===== config.mk =====
export PLATFORM = sky130hd
export DESIGN_NAME = pool2d_ctrl
export DESIGN_NICKNAME = d
export VERILOG_FILES = /design/src/rtl/core/pooling_2d_max_average_unit_defines.svh /design/src/rtl/core/pool2d_pkg.sv /design/src/rtl/core/pool2d_ctrl.sv
export SDC_FILE = /design/constraint.sdc
export NUM_CORES = 1
export LEC_CHECK = 0
export BUFFER_PORTS_ARGS = -buffer_cell sky130_fd_sc_hd__buf_2
export CORE_AREA = 2 2 39 41
export CTS_BUF_LIST = sky130_fd_sc_hd__clkbuf_8
export CTS_CLUSTER_SIZE = 40
export DETAILED_ROUTE_END_ITERATION = 10
export DIE_AREA = 0 0 41 43
export SLEW_MARGIN = 0
export SYNTH_ARGS = -nofsm -noshare
export SYNTH_HDL_FRONTEND = slang
export SYNTH_SLANG_ARGS = --single-unit

===== constraint.sdc =====
create_clock -name clk -period 2.2 [get_ports clk]
set_input_delay 0.33 -clock clk [delete_from_list [all_inputs] [get_ports clk]]
set_output_delay 0.33 -clock clk [all_outputs]
set_load 0.05 [all_outputs]

===== src/rtl/core/pooling_2d_max_average_unit_defines.svh =====
// assertion macros shared by the pooling unit
`ifndef POOLING_2D_MAX_AVERAGE_UNIT_DEFINES_SVH
`define POOLING_2D_MAX_AVERAGE_UNIT_DEFINES_SVH

// condition holds in the same cycle as the trigger
`define POOL_ASSERT_NOW(name, ante, cons, msg) \
    name: assert property (@(posedge clk) disable iff (!rst_n) (ante) |-> (cons)) \
        else $error(msg);

// condition holds in the cycle after the trigger
`define POOL_ASSERT_NEXT(name, ante, cons, msg) \
    name: assert property (@(posedge clk) disable iff (!rst_n) (ante) |=> (cons)) \
        else $error(msg);

`endif


===== src/rtl/core/pool2d_pkg.sv =====
// shared types and constants of the pooling unit
package pool2d_pkg;

    // default sizes
    localparam int DEF_MAX_HEIGHT = 64;
    localparam int DEF_MAX_WIDTH  = 64;
    localparam int DEF_MAX_KERNEL = 16;
    localparam int DEF_PIXEL_BITS = 16;

    // largest effective stride
    localparam int MAX_STRIDE = 16;

    // fixed field widths
    localparam int OP_W      = 2;
    localparam int POS_W     = 7;
    localparam int ARG_W     = 13;
    localparam int COUNT_W   = 9;
    localparam int KREG_W    = 5;
    localparam int PREG_W    = 4;
    localparam int IREG_W    = 7;
    localparam int CFG_IDX_W = 3;
    localparam int CFG_DAT_W = 7;

    // opcodes
    localparam logic [OP_W-1:0] OP_WRITE = 2'd0;
    localparam logic [OP_W-1:0] OP_MAX   = 2'd1;
    localparam logic [OP_W-1:0] OP_AVG   = 2'd2;

    // register indexes
    localparam logic [CFG_IDX_W-1:0] REG_KERNEL_H = 3'd0;
    localparam logic [CFG_IDX_W-1:0] REG_KERNEL_W = 3'd1;
    localparam logic [CFG_IDX_W-1:0] REG_STRIDE_R = 3'd2;
    localparam logic [CFG_IDX_W-1:0] REG_STRIDE_C = 3'd3;
    localparam logic [CFG_IDX_W-1:0] REG_PAD_R    = 3'd4;
    localparam logic [CFG_IDX_W-1:0] REG_PAD_C    = 3'd5;
    localparam logic [CFG_IDX_W-1:0] REG_IMAGE_H  = 3'd6;
    localparam logic [CFG_IDX_W-1:0] REG_IMAGE_W  = 3'd7;

    // steps of the output size divider
    localparam int SIZE_STEPS = 8;

    typedef enum logic [3:0] {
        ST_IDLE,
        ST_SIZE,
        ST_CHECK,
        ST_WINDOW,
        ST_SCAN,
        ST_DRAIN,
        ST_RESOLVE,
        ST_DIVIDE,
        ST_DONE
    } state_t;

    typedef struct packed {
        logic accept;
        logic size_step;
        logic size_fix;
        logic window;
        logic scan_step;
        logic div_load;
        logic div_step;
        logic out_load;
    } cmd_t;

    typedef struct packed {
        logic step_last;
        logic scan_go;
        logic scan_last;
        logic avg_go;
        logic out_space;
    } status_t;

endpackage


===== src/rtl/core/pool2d_ctrl.sv =====
// sequencing state machine of the pooling unit
module pool2d_ctrl (
    input  logic                clk,
    input  logic                rst_n,
    input  logic                req_valid,
    output logic                req_ready,
    input  pool2d_pkg::status_t status,
    output pool2d_pkg::cmd_t    cmd
);

    pool2d_pkg::state_t state_reg;
    pool2d_pkg::state_t state_next;

    // state register
    always_ff @(posedge clk or negedge rst_n)
    begin
        if (!rst_n)
        begin
            state_reg <= pool2d_pkg::ST_IDLE;
        end
        else
        begin
            state_reg <= state_next;
        end
    end

    // next state and commands
    always_comb
    begin
        state_next = state_reg;
        cmd        = '0;
        req_ready  = 1'b0;
        unique case (state_reg)
            pool2d_pkg::ST_IDLE:
            begin
                req_ready = 1'b1;
                if (req_valid)
                begin
                    cmd.accept = 1'b1;
                    state_next = pool2d_pkg::ST_SIZE;
                end
            end
            pool2d_pkg::ST_SIZE:
            begin
                cmd.size_step = 1'b1;
                if (status.step_last)
                begin
                    state_next = pool2d_pkg::ST_CHECK;
                end
            end
            pool2d_pkg::ST_CHECK:
            begin
                cmd.size_fix = 1'b1;
                state_next   = pool2d_pkg::ST_WINDOW;
            end
            pool2d_pkg::ST_WINDOW:
            begin
                cmd.window = 1'b1;
                state_next = pool2d_pkg::ST_SCAN;
            end
            pool2d_pkg::ST_SCAN:
            begin
                if (!status.scan_go)
                begin
                    state_next = pool2d_pkg::ST_DONE;
                end
                else
                begin
                    cmd.scan_step = 1'b1;
                    if (status.scan_last)
                    begin
                        state_next = pool2d_pkg::ST_DRAIN;
                    end
                end
            end
            pool2d_pkg::ST_DRAIN:
            begin
                state_next = pool2d_pkg::ST_RESOLVE;
            end
            pool2d_pkg::ST_RESOLVE:
            begin
                if (status.avg_go)
                begin
                    cmd.div_load = 1'b1;
                    state_next   = pool2d_pkg::ST_DIVIDE;
                end
                else
                begin
                    state_next = pool2d_pkg::ST_DONE;
                end
            end
            pool2d_pkg::ST_DIVIDE:
            begin
                cmd.div_step = 1'b1;
                if (status.step_last)
                begin
                    state_next = pool2d_pkg::ST_DONE;
                end
            end
            pool2d_pkg::ST_DONE:
            begin
                if (status.out_space)
                begin
                    cmd.out_load = 1'b1;
                    state_next   = pool2d_pkg::ST_IDLE;
                end
            end
            default:
            begin
                state_next = pool2d_pkg::ST_IDLE;
            end
        endcase
    end

endmodule


==> results.cfg <==
[outcome]
status = completed

[floorplan]
die_height_um = 43
start_util = 0.291
core_um2 = 1380
num_rows = 14
die_x_um = 41
die-area_um2 = 1760
io-pin-count = 17

[clock_network]
clk_pin_slew_ns = 0.03
cts.sinks = 4
cts.repair.resized = 0
clockBufferDepth = 2
clkLatencyLatePin_ns = 0.22
cts_setup_buffers = 0
htree_levels = 1
cts_buffers = 3
cts_tree = built
root_buffer = clkbuf_8

[cells_and_area]
multi_input_area_um2 = 285
seq_area_um2 = 100
num_antenna_cells = 0
syn_to_final_growth_pct = 34.2
fin_util = 0.391
layout-drive-gt1-share = 0.415
largest_register_ffs = 4
fillerInstances = 158
fin_nets = 75

[timing]
setup_slack_ns = 0.280
rsz0062_at_grt = false
max_freq_mhz = 521
final.min_clock_period_ns = 1.92
setup_viol = 0
fin_tns_setup_ns = 0
timing.hold.ws_ns = 0.338
skew_ns = 0.00281
timing.final.crit_share = 0.873
finalHoldViolCount = 0
drv_slew = 0
worstMarginPinSlew_ns = 0.533
max-slew-margin-rel = 0.645

[grt]
grt_overflow = 0
grt_util_all_layers = 0.113
grt_pass1_vias = 339
antenna_found_initial = 0
grt_pass1_wl_mm = 1.38
grt_start_max_net_pins = 15

[placed_design]
place_congestion = 0.776
pre_cts_ws_ns = 0.521
hpwl_um = 684
io_buffers = 16

[setup_path]
crit_arrival_ns = 1.59
critPathKind = flip-flop to primary output
endpoint_kind = primary output
cpPeakStageDelay_ns = 0.52
crit_buf_inv = 1
critPathLaunchType = flip-flop
crit_slowest_cell = dfrtp_1
required_ns = 1.87
crit_family = simple AND/OR/NAND/NOR gates
path_max_fanout = 12
crit_chain = nor3_1 -> and3_1 -> buf_2

[synthesis]
synthFlopType = dfrtp_1
synth-simple-area-share = 0.357
synth.distinct_cells = 28
synthAdderAreaFrac = 0
yosysSeqAreaShare = 0.248
synth_top_family_by_area = simple AND/OR/NAND/NOR gates
syn-instance-count = 49
ys_ff_latch = 4
synth_nets = 57
synth_compound_area_frac = 0.155
yosys.area.top_type = dfrtp_1
synth.area.top_cells = dfrtp_1 (25%), mux2_4 (7.5%), buf_6 (5.6%), nand2_1 (5.6%), mux2i_1 (5.0%)
synth_most_common_cell = nand2_1
synth_commonest_cells = nand2_1 (6), nor2_1 (5), dfrtp_1 (4), and3_1 (3), nor3_1 (3)
synthArstFlopShare = 1.00
syn_area_per_cell_um2 = 8.22
synth_xor_area_frac = 0.0217
synth_edf_count = 0
synth.top_cell.area_share = 0.248
ys_warn_count = 0
synthesis.area_um2 = 403
synthMuxAreaShare = 0.124

[power]
ir_drop_v = 0.000533
p_switching_uw = 478
pwr-share-seq = 0.244
clockPowerShare = 0.164
swShare = 0.515
p_comb_frac = 0.592
p_leak_uw = 0.000267
powerDensity_nw_per_um2 = 1720
p_int_uw = 450

[route]
drtPass1Iterations = 3
ant_nets = 0
routed_wl_um = 953
drt_iter0_markers = 9
num_vias = 414
drc = 0
wire_per_inst_um = 11.8
via_per_inst = 5.11

[flow_run]
maxCapViolCount = 0

[worst_hold_path]
hp-class = input port to flip-flop
==> metal layers <==
layer,up-vias,track usage,share of wire,wire length [um]
li1,209,-,-,-
met1,189,0.146,0.50,480
met2,16,0.172,0.43,406
met3,0,0.0471,0.069,66
met4,0,0.0200,0,0
met5,-,0,0,0
==> layout by cell type (no fill, tap or decap) <==
cell / count
a211oi_1: 1
a21oi_1: 1
a22oi_2: 1
a311oi_1: 1
and2_1: 1
and2b_1: 1
and3_1: 3
buf_2: 16
clkbuf_8: 3
dfrtp_1: 4
dlygate4sd3_1: 1
inv_2: 1
mux2_4: 2
mux2i_1: 2
nand2_1: 6
nand2_2: 1
nand2b_1: 2
nand3_1: 1
nand3b_1: 1
nor2_1: 5
nor3_1: 3
nor3b_2: 1
nor4_4: 1
nor4bb_1: 1
o21ai_0: 2
o21ba_2: 1
o32ai_1: 1
xnor2_1: 1
==> power by group through the flow <==
stage	clock network [uW]	logic, uW	registers, uW
floorplan	0	588	129
detailed placement	0	551	227
CTS	157	553	226
global placement	0	547	226
global route	163	599	236
finish	152	550	227
==> cell type report <==
class,instances,share of cell area
tap,16,0.0370
clock buffer,3,0.0764
timing repair buffer,17,0.167
sequential,4,0.185
multi-input combinational,40,0.528
inverter,1,0.00694
==> path summary, 6_finish.rpt <==
path | from | end | slack, ns | cells after the start
max | state_reg[1] | cmd[0] | 0.28 | 3
min | status[0] | state_reg[3] | 0.34 | 2
max reg2reg | state_reg[3] | state_reg[1] | 0.52 | 4
min reg2reg | state_reg[0] | state_reg[0] | 0.77 | 2
max in group asynchronous | rst_n | state_reg[2] | 1.64 | 2
min in group asynchronous | rst_n | state_reg[3] | 0.45 | 2
==> timing repair <==
| item | 4_1_cts | 5_1_grt |
|---|---|---|
| hold endpoints to repair | 4 | 0 |
| endpoints found under the setup margin | 0 | 0 |
| hold buffers | 1 | 0 |
==> stage by stage <==
stage	instance area [um2]	power [uW]	cells
floorplan	423	717	49
global placement	489	772	77
detailed placement	489	777	77
CTS	541	936	81
global route	541	998	81
finish	541	929	81
==> cell families (layout without fill, tap and decap cells) <==
kind of cell,count (synthesis),count (layout)
simple gates,27,27
compound gates,8,8
buf+inv,5,21
mux,4,4
flops,4,4
xor+xnor,1,1
Power figures use the tool's default switching activity.
